## config.mk

```make
export PLATFORM = sky130hd
export DESIGN_NAME = tilt_angle_lcd_readout_unit
export DESIGN_NICKNAME = d
export VERILOG_FILES = /design/src/rtl/talr_pkg.sv /design/src/rtl/talr_seq.sv /design/src/rtl/talr_dp.sv /design/src/rtl/tilt_angle_lcd_readout_unit.sv
export SDC_FILE = /design/constraint.sdc
export NUM_CORES = 1
export LEC_CHECK = 0
export BUFFER_PORTS_ARGS = -buffer_cell sky130_fd_sc_hd__buf_2
export CAP_MARGIN = 15
export CORE_MARGIN = 1.5
export CORE_UTILIZATION = 40
export CTS_BUF_LIST = sky130_fd_sc_hd__clkbuf_4
export CTS_CLUSTER_DIAMETER = 50
export DETAILED_ROUTE_END_ITERATION = 8
export PLACE_DENSITY_LB_ADDON = 0.3
export SYNTH_ARGS = -nofsm -noshare
export SYNTH_HDL_FRONTEND = slang
export SYNTH_SLANG_ARGS = --single-unit
```

## constraint.sdc

```tcl
create_clock -name clk -period 5.4 [get_ports clk]
set_input_delay 1.08 -clock clk [delete_from_list [all_inputs] [get_ports clk]]
set_output_delay 1.08 -clock clk [all_outputs]
set_load 0.005 [all_outputs]
```

## src/rtl/talr_pkg.sv

```systemverilog
// Shared types, constants and tables for the tilt angle LCD readout.
package talr_pkg;

	localparam logic [7:0] PAGE_CMD    = 8'hB0;
	localparam logic [3:0] COL_LO_CMD  = 4'h0;
	localparam logic [3:0] COL_HI_CMD  = 4'h1;
	localparam logic [8:0] COL_MAX     = 9'd131;
	localparam logic [7:0] COL_RESET   = 8'd30;
	localparam logic [1:0] ADDR_COLUMN_START = 2'd0;

	localparam logic [3:0] GLYPH_PLUS  = 4'd10;
	localparam logic [3:0] GLYPH_MINUS = 4'd11;

	localparam int UCODE_LEN = 9;

	// byte source codes of a control word
	localparam logic [1:0] SRC_PAGE   = 2'd0;
	localparam logic [1:0] SRC_COL_LO = 2'd1;
	localparam logic [1:0] SRC_COL_HI = 2'd2;
	localparam logic [1:0] SRC_GLYPH  = 2'd3;

	typedef struct packed {
		logic [1:0] src;
		logic [2:0] gcol;     // glyph byte index for SRC_GLYPH
		logic       is_data;
		logic       jmp;      // end of glyph: loop back or finish
	} uword_t;

	typedef struct packed {
		logic       fire;     // this cycle's control word is executed
		uword_t     uw;
		logic [1:0] glyph;    // 0 = sign, 1.. = digits
	} seq_ctrl_t;

	function automatic uword_t ucode(input logic [3:0] step);
		uword_t w;
		w = '{src: SRC_GLYPH, gcol: 3'd0, is_data: 1'b1, jmp: 1'b0};
		case (step)
			4'd0: w = '{src: SRC_PAGE, gcol: 3'd0, is_data: 1'b0, jmp: 1'b0};
			4'd1: w = '{src: SRC_COL_LO, gcol: 3'd0, is_data: 1'b0, jmp: 1'b0};
			4'd2: w = '{src: SRC_COL_HI, gcol: 3'd0, is_data: 1'b0, jmp: 1'b0};
			4'd3: w = '{src: SRC_GLYPH, gcol: 3'd0, is_data: 1'b1, jmp: 1'b0};
			4'd4: w = '{src: SRC_GLYPH, gcol: 3'd1, is_data: 1'b1, jmp: 1'b0};
			4'd5: w = '{src: SRC_GLYPH, gcol: 3'd2, is_data: 1'b1, jmp: 1'b0};
			4'd6: w = '{src: SRC_GLYPH, gcol: 3'd3, is_data: 1'b1, jmp: 1'b0};
			4'd7: w = '{src: SRC_GLYPH, gcol: 3'd4, is_data: 1'b1, jmp: 1'b0};
			4'd8: w = '{src: SRC_GLYPH, gcol: 3'd5, is_data: 1'b1, jmp: 1'b1};
			default: w = '{src: SRC_PAGE, gcol: 3'd0, is_data: 1'b0, jmp: 1'b1};
		endcase
		return w;
	endfunction

	// whole degrees for in-range magnitudes (bits 3..0 of the weighted field)
	function automatic logic [7:0] deg_pos(input logic [3:0] b);
		logic [7:0] d;
		case (b)
			4'd0: d = 8'd90;   4'd1: d = 8'd85;   4'd2: d = 8'd81;   4'd3: d = 8'd77;
			4'd4: d = 8'd73;   4'd5: d = 8'd69;   4'd6: d = 8'd64;   4'd7: d = 8'd60;
			4'd8: d = 8'd55;   4'd9: d = 8'd50;   4'd10: d = 8'd44;  4'd11: d = 8'd38;
			4'd12: d = 8'd31;  4'd13: d = 8'd21;
			default: d = 8'd0;
		endcase
		return d;
	endfunction

	function automatic logic [7:0] deg_neg(input logic [3:0] b);
		logic [7:0] d;
		case (b)
			4'd0: d = 8'd90;   4'd1: d = 8'd94;   4'd2: d = 8'd98;   4'd3: d = 8'd102;
			4'd4: d = 8'd106;  4'd5: d = 8'd110;  4'd6: d = 8'd115;  4'd7: d = 8'd120;
			4'd8: d = 8'd124;  4'd9: d = 8'd129;  4'd10: d = 8'd135; 4'd11: d = 8'd141;
			4'd12: d = 8'd148; 4'd13: d = 8'd158;
			default: d = 8'd180;
		endcase
		return d;
	endfunction

	// glyph rows, byte 0 in the top bits
	function automatic logic [7:0] glyph_byte(input logic [3:0] code, input logic [2:0] col);
		logic [47:0] row;
		logic [7:0]  b;
		case (code)
			4'd0:  row = 48'hff_81_81_81_81_ff;
			4'd1:  row = 48'h08_10_20_40_80_ff;
			4'd2:  row = 48'h9f_91_91_91_91_f1;
			4'd3:  row = 48'h91_91_91_91_91_ff;
			4'd4:  row = 48'hf0_10_10_10_10_ff;
			4'd5:  row = 48'hf1_91_91_91_91_9f;
			4'd6:  row = 48'hff_91_91_91_91_9f;
			4'd7:  row = 48'h80_80_80_80_80_ff;
			4'd8:  row = 48'hff_91_91_91_91_ff;
			4'd9:  row = 48'hf1_91_91_91_91_ff;
			4'd10: row = 48'h00_08_08_3e_08_08;
			4'd11: row = 48'h00_08_08_08_08_08;
			default: row = 48'h0;
		endcase
		case (col)
			3'd0: b = row[47:40];
			3'd1: b = row[39:32];
			3'd2: b = row[31:24];
			3'd3: b = row[23:16];
			3'd4: b = row[15:8];
			3'd5: b = row[7:0];
			default: b = 8'h00;
		endcase
		return b;
	endfunction

endpackage

```

## src/rtl/talr_seq.sv

```systemverilog
// Microcode sequencer: step counter, control ROM, glyph loop and busy flag.
module talr_seq import talr_pkg::*; (
	input  logic      clk,
	input  logic      arst_n,
	input  logic      start,
	input  logic      advance,
	input  logic      last_glyph,
	output seq_ctrl_t ctrl,
	output logic      busy
);

	logic       busy_q;
	logic [3:0] step_q;
	logic [1:0] glyph_q;
	uword_t     uw;
	logic       fire;

	assign uw   = ucode(step_q);
	assign fire = busy_q && advance;
	assign busy = busy_q;
	assign ctrl = '{fire: fire, uw: uw, glyph: glyph_q};

	always_ff @(posedge clk or negedge arst_n) begin
		if (!arst_n) begin
			busy_q  <= 1'b0;
			step_q  <= '0;
			glyph_q <= '0;
		end else if (start) begin
			busy_q  <= 1'b1;
			step_q  <= '0;
			glyph_q <= '0;
		end else if (fire) begin
			if (uw.jmp) begin
				step_q <= '0;
				if (last_glyph) begin
					busy_q  <= 1'b0;
					glyph_q <= '0;
				end else begin
					glyph_q <= glyph_q + 2'd1;
				end
			end else begin
				step_q <= step_q + 4'd1;
			end
		end
	end

	a_step_range: assert property (@(posedge clk) disable iff (!arst_n)
		step_q < 4'(UCODE_LEN))
		else $error("step counter past end of program");

	a_idle_home: assert property (@(posedge clk) disable iff (!arst_n)
		!busy_q |-> (step_q == 4'd0 && glyph_q == 2'd0))
		else $error("sequencer idle away from program start");

	a_finish: assert property (@(posedge clk) disable iff (!arst_n)
		(fire && uw.jmp && last_glyph && !start) |=> !busy_q)
		else $error("sequencer did not stop after last glyph");

endmodule

```

## src/rtl/talr_dp.sv

```systemverilog
// Datapath: angle decode into sign and digits, column math and byte select.
module talr_dp import talr_pkg::*; (
	input  logic       clk,
	input  logic       start,
	input  logic [7:0] y_sample,
	input  logic [7:0] z_sample,
	input  logic [7:0] column_start,
	input  seq_ctrl_t  ctrl,
	output logic       last_glyph,
	output logic [7:0] lcd_byte
);

	logic        yneg, zpos, minus;
	logic [6:0]  bits;
	logic [7:0]  mag;
	logic        hund;
	logic [6:0]  rem;
	logic [14:0] prod;
	logic [3:0]  tens, ones;
	logic [6:0]  tens10;

	logic        minus_q;
	logic [3:0]  dig_q [3];
	logic [1:0]  nd_q;

	logic [3:0]  code;
	logic [8:0]  col_sum;
	logic [7:0]  col;

	always_comb begin
		yneg = y_sample[7];
		bits = yneg ? ~y_sample[6:0] : y_sample[6:0];
		if (bits[6:4] != 3'd0)
			mag = yneg ? 8'd180 : 8'd0;
		else
			mag = yneg ? deg_neg(bits[3:0]) : deg_pos(bits[3:0]);
		zpos  = !z_sample[7] && (z_sample[6:0] != 7'd0);
		minus = zpos && (mag != 8'd0);
		hund  = (mag >= 8'd100);
		rem   = hund ? 7'(mag - 8'd100) : mag[6:0];
		// rem / 10 by reciprocal, exact for rem below 100
		prod   = 15'(rem) * 15'd205;
		tens   = prod[14:11];
		tens10 = 7'(tens) * 7'd10;
		ones   = 4'(rem - tens10);
	end

	always_ff @(posedge clk) begin
		if (start) begin
			minus_q <= minus;
			if (hund) begin
				dig_q[0] <= 4'd1;
				dig_q[1] <= tens;
				dig_q[2] <= ones;
				nd_q     <= 2'd3;
			end else if (tens != 4'd0) begin
				dig_q[0] <= tens;
				dig_q[1] <= ones;
				dig_q[2] <= 4'd0;
				nd_q     <= 2'd2;
			end else begin
				dig_q[0] <= ones;
				dig_q[1] <= 4'd0;
				dig_q[2] <= 4'd0;
				nd_q     <= 2'd1;
			end
		end
	end

	assign last_glyph = (ctrl.glyph == nd_q);

	always_comb begin
		case (ctrl.glyph)
			2'd0: code = minus_q ? GLYPH_MINUS : GLYPH_PLUS;
			2'd1: code = dig_q[0];
			2'd2: code = dig_q[1];
			2'd3: code = dig_q[2];
			default: code = GLYPH_PLUS;
		endcase
	end

	assign col_sum = {1'b0, column_start} + {4'd0, ctrl.glyph, 3'b000};
	assign col     = (col_sum > COL_MAX) ? COL_MAX[7:0] : col_sum[7:0];

	always_comb begin
		case (ctrl.uw.src)
			SRC_PAGE:   lcd_byte = PAGE_CMD;
			SRC_COL_LO: lcd_byte = {COL_LO_CMD, col[3:0]};
			SRC_COL_HI: lcd_byte = {COL_HI_CMD, col[7:4]};
			SRC_GLYPH:  lcd_byte = glyph_byte(code, ctrl.uw.gcol);
			default:    lcd_byte = PAGE_CMD;
		endcase
	end

endmodule

```

## src/rtl/tilt_angle_lcd_readout_unit.sv

```systemverilog
// Top level of the tilt angle LCD readout: config register, sequencer, output stage.
// Each LCD byte is registered in the output stage before it is offered on m_tdata.
// Each sample yields 18 to 36 bytes (9 per glyph), one per cycle from the microcode
// step counter while the output is not stalled; the next item is taken in the cycle
// the final byte enters the output register.
// Reset (arst_n low, asynchronous): sequencer idle, output empty, column_start = 30.
module tilt_angle_lcd_readout_unit import talr_pkg::*; (
	input  logic        clk,
	input  logic        arst_n,
	input  logic        s_tvalid,
	output logic        s_tready,
	input  logic [15:0] s_tdata,   // [7:0] y_sample, [15:8] z_sample
	output logic        m_tvalid,
	input  logic        m_tready,
	output logic [7:0]  m_tdata,   // [7:0] lcd_byte
	output logic        m_tuser,   // [0] is_data
	output logic        m_tlast,
	input  logic        psel,
	input  logic        penable,
	input  logic        pwrite,
	input  logic [1:0]  paddr,
	input  logic [31:0] pwdata,
	output logic [31:0] prdata,
	output logic        pready
);

	logic [7:0] column_start_q;
	logic       out_valid_q;
	logic [7:0] out_byte_q;
	logic       out_data_q;
	logic       out_last_q;

	seq_ctrl_t  ctrl;
	logic       busy, last_glyph, advance, start, final_byte;
	logic [7:0] lcd_byte;

	assign pready = 1'b1;
	assign prdata = (paddr == ADDR_COLUMN_START) ? {24'd0, column_start_q} : 32'd0;

	always_ff @(posedge clk or negedge arst_n) begin
		if (!arst_n)
			column_start_q <= COL_RESET;
		else if (psel && penable && pwrite && pready && paddr == ADDR_COLUMN_START)
			column_start_q <= pwdata[7:0];
	end

	assign advance    = !out_valid_q || m_tready;
	assign final_byte = ctrl.fire && ctrl.uw.jmp && last_glyph;
	assign s_tready   = !busy || final_byte;
	assign start      = s_tvalid && s_tready;

	talr_seq u_seq (
		.clk        (clk),
		.arst_n     (arst_n),
		.start      (start),
		.advance    (advance),
		.last_glyph (last_glyph),
		.ctrl       (ctrl),
		.busy       (busy)
	);

	talr_dp u_dp (
		.clk          (clk),
		.start        (start),
		.y_sample     (s_tdata[7:0]),
		.z_sample     (s_tdata[15:8]),
		.column_start (column_start_q),
		.ctrl         (ctrl),
		.last_glyph   (last_glyph),
		.lcd_byte     (lcd_byte)
	);

	always_ff @(posedge clk or negedge arst_n) begin
		if (!arst_n)
			out_valid_q <= 1'b0;
		else if (ctrl.fire)
			out_valid_q <= 1'b1;
		else if (m_tready)
			out_valid_q <= 1'b0;
	end

	always_ff @(posedge clk) begin
		if (ctrl.fire) begin
			out_byte_q <= lcd_byte;
			out_data_q <= ctrl.uw.is_data;
			out_last_q <= final_byte;
		end
	end

	assign m_tvalid = out_valid_q;
	assign m_tdata  = out_byte_q;
	assign m_tuser  = out_data_q;
	assign m_tlast  = out_last_q;

endmodule

```

# Word-level counts from Yosys, hierarchy flattened
# Memory sizes are Yosys's and may differ from the RTL's.
# Index checks and enable logic that the tools add are counted.
[classes]
muxes = 42
n_bitwise = 7
order_cmp = 2
n_reduce_logical = 28
n_addsub = 5
n_eq_ne = 12
multipliers = 2
[op_table]
columns = ["operator", "count"]
rows = [
  ["$pmux W8 S6", 1],
  ["$mux W8", 5],
  ["$mux W4", 9],
  ["$pmux W8 S4", 1],
  ["$mux W1", 18],
  ["$pmux W4 S4", 1],
  ["$mul A7 B8 Y15 const B", 1],
  ["$mux W7", 2],
  ["$mux W2", 5],
  ["$add A8 B5 Y9", 1],
  ["$gt A9 B8 Y1 const B", 1],
  ["$logic_and A1 B1 Y1", 9],
  ["$eq A2 B2 Y1 const B", 4],
  ["$ge A8 B7 Y1 const B", 1],
  ["$reduce_bool A2 Y1", 4],
  ["$reduce_bool A8 Y1", 1],
  ["$not A7 Y7", 1],
  ["$reduce_bool A7 Y1", 1],
  ["$sub A7 B7 Y7 const B", 1],
  ["$eq A3 B2 Y1 const B", 2],
  ["$eq A3 B3 Y1 const B", 2],
  ["$logic_not A2 Y1", 3],
  ["$or A1 B1 Y1", 6],
  ["$add A4 B1 Y4 const B", 1],
  ["other kinds (13)", 17],
]
[totals]
output_inout_bits = 45
mem_bits_rw = 12
mem_bits_ro = 944
word_cells = 113
in_bits = 57
reg_bits = 29
memories = 5
[memory_table]
columns = ["memory", "words", "width", "read_ports", "rd_clocked_by_memory_dff", "wr", "line", "text"]
rows = [
  ["(no name shown)", 16, 37, 1, 0, 0, "talr_pkg.sv:82", "case (code)"],
  ["(no name shown)", 16, 8, 1, 0, 0, "talr_pkg.sv:68", "case (b)"],
  ["(no name shown)", 16, 7, 1, 0, 0, "talr_pkg.sv:56", "case (b)"],
  ["(no name shown)", 16, 7, 1, 0, 0, "talr_pkg.sv:38", "case (step)"],
  ["u_dp.dig_q", 3, 4, 3, 0, 3, "talr_dp.sv:23", "logic [3:0] dig_q [3];"],
]

# Depth between registers and ports, before layout
# Gate-level depths: netlist (run 1).
# An unclocked memory read counts as a cell.
[logic_depth]
word_depth = 15
depth_mapped = 39
ltp_nobuf = 37

# Hierarchy
# Synthesis (run 1) repeated with hierarchy kept, for this count alone.
[unflattened]
hier_cells = 557
hier_area_um2 = 4869.7
[modules_own_cells]
columns = ["mod", "seq_area_each_um2", "n_inst", "cells_per_inst", "area_each_um2"]
rows = [
  ["talr_dp", 450.4, 1, 435, 3485.8],
  ["tilt_angle_lcd_readout_unit", 530.5, 1, 69, 939.7],
  ["talr_seq", 175.2, 1, 53, 444.2],
]

# Worst setup path before layout (run 1)
# OpenSTA, ideal clock, no wires.
[synth_timing]
path_kind = "input-to-reg"
from = "input s_tdata[7]"
to = "memory u_dp.dig_q[0][3], data pin"
required_ns = 5.253
slack_ns = -3.632
path_buffers = 2
t_arrival_ns = 8.884
cell_stages = 36
setup_ns = 0.147
cell_sequence = "buf_2 -> buf_1 -> xor2_1 -> inv_1 -> ha_1 -> mux4_1 -> nand2b_1 -> o211ai_1 -> ha_1 -> inv_1 -> o31ai_1 -> a31oi_1 -> a2111oi_2 -> nor2_2 -> a31oi_1 -> xnor2_1 -> xor2_1 -> inv_1 -> fa_1 -> inv_1 -> ha_1 -> inv_1 -> fa_1 -> inv_1 -> ha_1 -> nand4_1 -> nor2_1 -> and2_1 -> and3b_1 -> a2111oi_2 -> and4_1 -> inv_1 -> fa_1 -> xor2_1 -> or4_1 -> a21oi_1"
[synth_rtl]
columns = ["element", "line", "text"]
rows = [
  ["start: declaration", "tilt_angle_lcd_readout_unit.sv:12", "input logic [15:0] s_tdata,"],
  ["end: declaration", "talr_dp.sv:23", ""],
]

==> impl_metrics.toml, run 1 <==
[floorplan]
die_h_um = 113.6
die_w_um = 113.6
start_util = 0.4087
fp-row-count = 40
io_pins = 102
core_area_mm2 = 0.01196
dieArea_mm2 = 0.01289

[detailed_routing]
avgRoutedWirePerCell_um = 14.54
ant_nets = 0
wl_um = 12320
route.vias.total = 4586
vias_per_cell = 5.414
drc = 0
drt-initial-drc-count = 276
drt_pass1_iterations = 5

[synthesis]
synth-async-reset-ratio = 0.3902
yosysWarningCount = 0
seq_area_frac_synth = 0.2365
avgSynthCellArea_um2 = 8.840
synth_edf_count = 25
synth_ff_type = "edfxtp_1"
netlist_instances = 553
netlist_area_mm2 = 0.004888
ys_ff_latch = 41
synth_cell_type_count = 85

[sta]
drv_slew = 0
tightestPinTransition_ns = 0.9072
rsz0062_at_grt = "yes"
fmax_ghz = 0.1264
clock_skew_ns = 0.005033
setup_ws_ns = -2.514
finalCritPeriodShare = 1.466
period_needed_ns = 7.914
setup-violations-final = 13
hold_viol_final = 0
max-slew-margin-rel = 0.3916

[layout]
area_growth_pct = 30.33
num_antenna_cells = 0
layout-drive-gt1-share = 0.3686
nNetsFinal = 824
utilization = 0.5326
fill_cells = 1062

[clocking]
htree_levels = 2
numCtsBuffers = 5
cts_buffer_depth = 2
cts.sinks = 41
clkSlewWorstSetupHoldPaths_ns = 0.11
root_buffer = "clkbuf_4"
cts_tree = "done"
clock_latency_ns = 0.34

[power]
peakVddDrop_v = 0.0002447
p_leak_nw = 2.901
pwr_density_cell_mw_per_mm2 = 379.3

[critical_path]
slowest_delay_ns = 0.52
crit_path_end_kind = "register"
cp.arrival_ns = 8.12
path_max_fanout = 3
worst_setup_path_start_kind = "primary input"
slowest_stage = "fa_1"
required_ns = 5.61
crit_type = "in2reg"

[grt]
grt_pass1_vias = 4467
grt-ovfl-total = 0
gr-usage-all-layers = 0.1878
grt_pass1_wl_um = 20260
grt_max_degree = 20
antenna_found_initial = 0

[run_status]
failed_checks = "setup timing"
outcome = "finished with violations"

[place]
pre_cts_ws_ns = -2.873
portBuffers = 52
place_congestion = 0.8780
post-dp-hpwl_um = 9755

[worst_hold_path]
hp-class = "reg2reg"

[job]
maxCapViolations = 0
[worst max-delay path, delay by kind of cell]
family | cells | cell delay, ns
multiplexers | 2 | 0.61
XOR/XNOR | 2 | 0.37
AO/OA/AOI/OAI | 8 | 1.45
buffers and inverters | 9 | 0.87
AND/OR/NAND/NOR | 7 | 1.23
adder cells (fa/ha/maj) | 8 | 2.50
[cell families after synthesis]
kind of cell / count (synthesis) / synth area share
fa+ha+maj: 68 / 0.1894
other cells: 2 / 0.001536
compound gates: 142 / 0.2060
buf+inv: 86 / 0.09342
xor+xnor: 18 / 0.03865
mux: 13 / 0.03276
flops: 41 / 0.2365
simple gates: 183 / 0.2017
[worst paths after layout]
check | startpoint | endpoint | slack, ns | cells past startpoint
min in group asynchronous | arst_n | column_start_q[7] | 0.63 | 1
worst min register to register | u_seq.busy | m_tvalid | 0.51 | 1
worst max-delay path | s_tdata[7] | u_dp.dig_q[0][3] | -2.51 | 36
worst min-delay path | u_seq.busy | m_tvalid | 0.51 | 1
worst max register to register | u_seq.glyph_q[0] | m_tdata[3] | 2.11 | 12
max in group asynchronous | arst_n | column_start_q[3] | 4.46 | 1
[sequential cells by signal, summed over array words and instances, names as in the netlist]
name,count
u_dp.nd_q,2
u_dp.dig_q,12
u_seq.busy,1
m_tlast,1
m_tuser,1
u_seq.step_q,4
m_tvalid,1
u_dp.minus_q,1
u_seq.glyph_q,2
m_tdata,8
column_start_q,8
[cells in the final DEF (no fill, tap or decap), types with 9 or more instances in the layout]
master    count
o21ai_0      23
buf_2        49
dfrtp_1      12
nand2b_1     12
buf_4       102
edfxtp_1     25
nand2_1      42
nor2_1       34
ha_1         44
and2_1       12
nand3_1       9
conb_1       25
a21oi_1      29
inv_1        39
o211ai_1     10
ha_4         11
[cell type report]
| class | count | area [um^2] | area share |
|---|---|---|---|
| clock inverters | 2 | 33.78 | 0.005302 |
| flip-flops and latches | 41 | 1156 | 0.1815 |
| well taps | 147 | 183.9 | 0.02887 |
| clock buffers | 6 | 45.04 | 0.007070 |
| repair buffers | 155 | 1065 | 0.1671 |
| inverters | 47 | 178.9 | 0.02808 |
| multi-input cells | 449 | 3709 | 0.5821 |
[what timing repair did]
item	4_1_cts	5_1_grt
endpoints found under the setup margin	13	13
setup buffers	15	6
resized for setup	32	21
pin swaps	26	13
hold buffers	0	0
[layer usage]
layer / global-route usage / vias to the layer above / wire length, um
li1: - / 2256 / -
met2: 0.3558 / 106 / 6547
met4: 0.04917 / 0 / 192
met3: 0.01541 / 19 / 386
met5: 0 / - / 0
met1: 0.2281 / 2205 / 5188
[synthesized netlist by cell type (3+ instances only)]
master | n | area (um^2)
mux2i_1 | 3 | 30.03
edfxtp_1 | 25 | 750.7
nand2_1 | 44 | 165.2
nor3b_1 | 4 | 30.03
o21ai_0 | 26 | 130.1
nor2b_1 | 4 | 25.02
a31oi_1 | 7 | 43.79
inv_1 | 46 | 172.7
ha_1 | 58 | 725.7
nor2_1 | 39 | 146.4
and3_1 | 6 | 37.54
a211o_1 | 3 | 26.28
o21a_1 | 4 | 30.03
o211ai_1 | 10 | 75.07
nand4_1 | 7 | 43.79
a211oi_1 | 6 | 45.04
and3b_1 | 4 | 35.03
a2111oi_2 | 4 | 60.06
buf_6 | 5 | 56.30
nand2b_1 | 14 | 87.58
o31ai_1 | 6 | 45.04
a21oi_1 | 33 | 165.2
xnor2_1 | 7 | 61.31
dfstp_2 | 4 | 105.1
dfrtp_1 | 12 | 300.3
clkbuf_1 | 6 | 22.52
a21o_1 | 5 | 37.54
buf_4 | 25 | 187.7
nor4_1 | 5 | 31.28
mux2_2 | 8 | 90.09
and2_1 | 14 | 87.58
fa_1 | 10 | 200.2
nor3_1 | 5 | 25.02
xor2_1 | 9 | 78.83
or4_1 | 3 | 22.52
or3_1 | 6 | 37.54
nand3_1 | 10 | 50.05
[stage by stage]
| step | instance area [um^2] | setup TNS, ns | hold WS, ns | std cells | power (mW) |
|---|---|---|---|---|---|
| 6_report | 6371 | -27.61 | 0.5060 | 847 | 2.416 |
| 2_1_floorplan | 5136 | -31.71 | 0.4496 | 576 | 1.552 |
| 3_3_place_gp | 5899 | -32.25 | 0.4657 | 820 | 1.987 |
| 3_5_place_dp | 5899 | -33.58 | 0.4840 | 820 | 2.021 |
| 5_1_grt | 6371 | -30.57 | 0.5531 | 847 | 2.628 |
| 4_1_cts | 6254 | -26.83 | 0.5181 | 843 | 2.355 |
[where the power goes]
group          switching, mW  total, mW  internal, mW
sequential            0.0564      0.499         0.443
clock                 0.0951      0.197         0.101
combinational          0.882       1.72         0.839
total                   1.03       2.42          1.38
(Power assumes the default switching activity.)
==> run 2: changes to the inputs <==
--- a/config.mk
+++ b/config.mk
@@ -5,14 +5,16 @@
 export SDC_FILE = /design/constraint.sdc
 export NUM_CORES = 1
 export LEC_CHECK = 0
+export ABC_AREA = 1
 export BUFFER_PORTS_ARGS = -buffer_cell sky130_fd_sc_hd__buf_2
 export CAP_MARGIN = 15
-export CORE_MARGIN = 1.5
+export CORE_MARGIN = 4
 export CORE_UTILIZATION = 40
 export CTS_BUF_LIST = sky130_fd_sc_hd__clkbuf_4
 export CTS_CLUSTER_DIAMETER = 50
 export DETAILED_ROUTE_END_ITERATION = 8
 export PLACE_DENSITY_LB_ADDON = 0.3
+export SKIP_LAST_GASP = 1
 export SYNTH_ARGS = -nofsm -noshare
 export SYNTH_HDL_FRONTEND = slang
 export SYNTH_SLANG_ARGS = --single-unit
==> impl_metrics.toml, run 2 <==
[run_status]
outcome = "finished with violations"
failed_checks = "setup timing"

[clocking]
cts_tree = "done"
root_buffer = "clkbuf_4"
numCtsBuffers = 5
clock_latency_ns = 0.34
cts_buffer_depth = 2
htree_levels = 2
clkSlewWorstSetupHoldPaths_ns = 0.13
hold_buffers = 0
cts.sinks = 41

[sta]
fmax_ghz = 0.1628
finalCritPeriodShare = 1.137
tightestPinTransition_ns = 0.9187
setup-violations-final = 13
max-slew-margin-rel = 0.3853
setup_ws_ns = -0.7422
drv_slew = 0
hold_viol_final = 0
rsz0062_at_grt = "yes"
setup_tns_ns = -6.977
period_needed_ns = 6.142
clock_skew_ns = 0.009219

[floorplan]
fp-row-count = 39
start_util = 0.4144
core_area_mm2 = 0.01161
die_h_um = 117.7
io_pins = 102
dieArea_mm2 = 0.01385
die_w_um = 117.7

[synthesis]
seq_area_frac_synth = 0.2402
synth-async-reset-ratio = 0.3902
synth_common_cells = "146 x nand2_1, 100 x inv_1, 69 x nor2_1"
netlist_instances = 667
synth_edf_count = 25
synthTopCellsByArea = "edfxtp_1 16%, ha_1 15%, nand2_1 11%"
yosysWarningCount = 0
netlist_area_mm2 = 0.004812
synth_area_leader_cell = "edfxtp_1"
ys_ff_latch = 41
synth_cell_type_count = 50
synth_ff_type = "edfxtp_1"
yosysTopAreaCellShare = 0.1560
yosysMostFrequentCell = "nand2_1"
avgSynthCellArea_um2 = 7.215

[layout]
largest-register = "u_dp.dig_q"
nNetsFinal = 944
layout-drive-gt1-share = 0.3878
stdcell_area_mm2 = 0.006690
num_antenna_cells = 0
largest_register_ffs = 12
area_growth_pct = 39.03
final_cell_mix = "122 x nand2_1, 98 x buf_4, 80 x inv_1"
final_common_cell = "nand2_1"

[critical_path]
worst_setup_path_start_kind = "primary input"
crit_path_end_kind = "register"
cp.arrival_ns = 6.25
path_max_fanout = 5
required_ns = 5.51
slowest_stage = "fa_1"
crit_type = "in2reg"
cp_common_cell = "nand2_2"
slowest_delay_ns = 0.48

[place]
post-dp-hpwl_um = 10060
placedInstanceArea_mm2 = 0.005929
portBuffers = 52
place_congestion = 0.9368

[power]
p_leak_nw = 3.298
total_power_mw = 2.750
peakVddDrop_v = 0.0001822
pwr_density_cell_mw_per_mm2 = 411.0

[grt]
grt_pass1_wl_um = 21070
antenna_found_initial = 0
grt_pass1_vias = 4744
gr-usage-all-layers = 0.1751
grt_max_degree = 17
grt-ovfl-total = 0

[job]
maxCapViolations = 0

[detailed_routing]
vias_per_cell = 5.060
ant_nets = 0
wl_um = 12830
drt_pass1_iterations = 5
drt-initial-drc-count = 334
avgRoutedWirePerCell_um = 13.33
drc = 0
route.vias.total = 4873

[worst_hold_path]
hp-class = "reg2reg"
[run 2: cell count changes after synthesis, moves of 13 or more]
cell,delta
inv_1,+54
nand2_1,+102
and2_1,-13
nand3_1,+34
nand2b_1,-14
nor2_1,+30
nand2_2,+14
[run 2: area by class of cell]
type | count | area (um^2)
clock buffer | 5 | 37.54
clock inverter | 3 | 17.52
fill | 1016 | 4923
inverter | 107 | 449.2
multi-input combinational | 511 | 3790
sequential | 41 | 1156
tap | 143 | 178.9
timing repair buffer | 153 | 1061
[run 2: final timing paths]
kind / start / endpoint / slack [ns] / cells after the start
setup / recovery: s_tdata[7] / u_dp.dig_q[0][3] / -0.74 / 40
hold / removal: column_start_q[3] / column_start_q[3] / 0.50 / 2
setup reg to reg: u_seq.glyph_q[0] / m_tdata[4] / 2.34 / 9
hold reg to reg: column_start_q[3] / column_start_q[3] / 0.50 / 2
max in group asynchronous: arst_n / column_start_q[1] / 4.47 / 1
min in group asynchronous: arst_n / u_seq.glyph_q[1] / 0.62 / 1
[run 2: power breakdown]
part           internal (mW)  switching [mW]
registers              0.447          0.0416
clock network         0.0492           0.103
logic                  0.912            1.20
[run 2: cells by family (layout without fill, tap and decap cells)]
group | Yosys count | in the layout | share of synthesized area
other | 2 | 25 | 0.001561
XOR/XNOR | 7 | 7 | 0.01586
multiplexers | 1 | 1 | 0.002859
flip-flops | 41 | 41 | 0.2402
AO/OA/AOI/OAI | 89 | 89 | 0.1076
AND/OR/NAND/NOR | 320 | 321 | 0.3042
buffers and inverters | 139 | 268 | 0.1352
adder cells (fa/ha/maj) | 68 | 68 | 0.1924
[run 2: worst max-delay path, delay by kind of cell]
kind                     cells  cell delay (ns)
adder cells (fa/ha/maj)      9             2.36
AND/OR/NAND/NOR             17             1.51
buffers and inverters       10             0.65
AO/OA/AOI/OAI                3             0.44
XOR/XNOR                     1             0.16
[run 2: metrics by stage]
stage | util | worst slack (ns) | hold slack (ns) | std cells
final | 0.5761 | -0.7422 | 0.5029 | 963
after global routing | 0.5761 | -1.053 | 0.5301 | 963
after CTS | 0.5472 | -0.6644 | 0.5050 | 952
after detailed placement | 0.5106 | -1.462 | 0.4847 | 930
after global placement | 0.5106 | -1.329 | 0.4676 | 930
after floorplan | - | -1.284 | 0.4474 | 690
[run 2: timing repair]
| item | 4_1_cts | 5_1_grt |
|---|---|---|
| resized for setup | 63 | 63 |
| pin swaps | 38 | 34 |
| endpoints found under the hold margin | 0 | 0 |
| gates cloned | 1 | 0 |
| setup buffers | 13 | 11 |
| setup endpoints to repair | 13 | 13 |
[run 2: layer usage]
layer,vias up,wire length (um),track usage
met1,2292,5221,0.2068
met3,19,438,0.01778
met2,118,6949,0.3385
li1,2444,-,-
met4,0,223,0.03883
met5,-,0,0
==> run 3: changes to the inputs <==
--- a/config.mk
+++ b/config.mk
@@ -8,12 +8,14 @@
 export ABC_AREA = 1
 export BUFFER_PORTS_ARGS = -buffer_cell sky130_fd_sc_hd__buf_2
 export CAP_MARGIN = 15
+export CELL_PAD_IN_SITES_DETAIL_PLACEMENT = 0
+export CELL_PAD_IN_SITES_GLOBAL_PLACEMENT = 1
 export CORE_MARGIN = 4
 export CORE_UTILIZATION = 40
 export CTS_BUF_LIST = sky130_fd_sc_hd__clkbuf_4
 export CTS_CLUSTER_DIAMETER = 50
 export DETAILED_ROUTE_END_ITERATION = 8
-export PLACE_DENSITY_LB_ADDON = 0.3
+export PLACE_DENSITY = 0.82
 export SKIP_LAST_GASP = 1
 export SYNTH_ARGS = -nofsm -noshare
 export SYNTH_HDL_FRONTEND = slang
==> impl_metrics.toml, run 3 (synthesized netlist as in run 2, its figures left out) <==
[run_status]
outcome = "finished with violations"
failed_checks = "setup timing"

[clocking]
root_buffer = "clkbuf_4"
hold_buffers = 0
htree_levels = 2
clkSlewWorstSetupHoldPaths_ns = 0.12
cts_tree = "done"
clock_latency_ns = 0.35
numCtsBuffers = 5
cts.sinks = 41
cts_buffer_depth = 2

[critical_path]
worst_setup_path_start_kind = "primary input"
crit_path_end_kind = "register"
slowest_delay_ns = 0.60
reg2reg_depth = 9
path_max_fanout = 6
r2r_start = "u_seq.glyph_q[0]"
r2r_setup_slack_ns = 2.32
slowest_stage = "fa_2"
required_ns = 5.51
cp.arrival_ns = 6.23
crit_type = "in2reg"
timing.rr.end = "m_tdata[4]"

[layout]
area_growth_pct = 38.77
num_antenna_cells = 0
largest_register_ffs = 12
largest-register = "u_dp.dig_q"
layout-drive-gt1-share = 0.3818
final_cell_mix = "124 x nand2_1, 97 x buf_4, 81 x inv_1"
nNetsFinal = 949
utilization = 0.5750
final_common_cell = "nand2_1"
fin_cells = 968

[worst_hold_path]
min_to = "m_tvalid"
hp-class = "reg2reg"
min-delay-start = "u_seq.busy"
hold_path_depth = 2

[floorplan]
start_util = 0.4144
core_area_mm2 = 0.01161
io_pins = 102
die_h_um = 117.7
dieArea_mm2 = 0.01385
die_w_um = 117.7
fp-row-count = 39

[detailed_routing]
drc = 0
route.vias.total = 4827
ant_nets = 0
wl_um = 12420
vias_per_cell = 4.987
avgRoutedWirePerCell_um = 12.83
drt-initial-drc-count = 212
drt_pass1_iterations = 5

[sta]
setup-violations-final = 13
setup_ws_ns = -0.7160
max-slew-margin-rel = 0.3919
finalCritPeriodShare = 1.133
rsz0062_at_grt = "yes"
hold_viol_final = 0
tightestPinTransition_ns = 0.9088
drv_slew = 0
fmax_ghz = 0.1635
clock_skew_ns = 0.01132
period_needed_ns = 6.116
setup_tns_ns = -7.881

[grt]
gr-usage-all-layers = 0.1772
grt_pass1_wl_um = 21290
grt_max_degree = 17
antenna_found_initial = 0
grt_pass1_vias = 4909
grt-ovfl-total = 0

[power]
peakVddDrop_v = 0.0002761
total_power_mw = 2.764
pwr_density_cell_mw_per_mm2 = 413.9
p_leak_nw = 3.316

[place]
place_congestion = 0.9283
placed_cells_incl_taps = 933
post-dp-hpwl_um = 9858
portBuffers = 52
pre_cts_ws_ns = -1.394

[job]
maxCapViolations = 0
==> run 3: changes by cell type in the layout (fill, tap and decap cells not counted), sizes merged <==
cell | previous run | this run
buf | 153 | 158
clkinvlp | 1 | 0
inv | 105 | 106
==> run 3: area by class of cell <==
cell class                      count  area, um^2
Clock buffer                        5       37.54
Multi-Input combinational cell    511        3716
Tap cell                          143       178.9
Sequential cell                    41        1156
Clock inverter                      3       12.51
Timing Repair Buffer              158        1135
Fill cell                        1067        4936
Inverter                          107       441.7
==> run 3: through the flow <==
stage | hold slack [ns] | area [um^2]
floorplan | 0.4474 | 5169
global placement | 0.4643 | 5964
detailed placement | 0.4725 | 5964
CTS | 0.5008 | 6521
global route | 0.5343 | 6678
finish | 0.4978 | 6678
==> run 3: layer usage <==
layer / GRT usage / vias to the layer above / share of wire
met5: 0 / - / 0
met4: 0.03590 / 0 / 0.0079
met3: 0.02979 / 12 / 0.039
met2: 0.3392 / 111 / 0.53
met1: 0.2062 / 2266 / 0.42
li1: - / 2438 / -
==> run 3: worst max-delay path: cells and delay by family <==
kind,cells,cell delay [ns]
adders and majority gates,9,2.51
muxes,1,0.28
and+or+nand+nor,15,1.27
xor gates and xnor gates,1,0.15
AOI/OAI and AO/OA,3,0.48
buffers and inverters,6,0.45
==> run 3: power by group <==
part / leakage, nW / switching (mW) / internal [mW]
Sequential: 0.411 / 0.0434 / 0.447
Combinational: 2.87 / 1.20 / 0.935
Clock: 0.0300 / 0.0957 / 0.0472
==> run 3: repair_timing <==
action | in CTS | in global routing
setup buffers | 24 | 4
setup endpoints to repair | 13 | 13
pin swaps | 51 | 30
resized for setup | 74 | 35
cloned | 1 | 0
==> run 3: worst max-delay path by stage <==
stage                     from                to  slack, ns
finish              s_tdata[1]  u_dp.dig_q[0][3]      -0.72
global placement    s_tdata[7]  u_dp.dig_q[0][3]      -1.30
CTS                 s_tdata[0]  u_dp.dig_q[0][3]      -0.71
floorplan           s_tdata[7]  u_dp.dig_q[0][3]      -1.28
detailed placement  s_tdata[7]  u_dp.dig_q[0][3]      -1.39
global route        s_tdata[7]  u_dp.dig_q[0][3]      -1.01
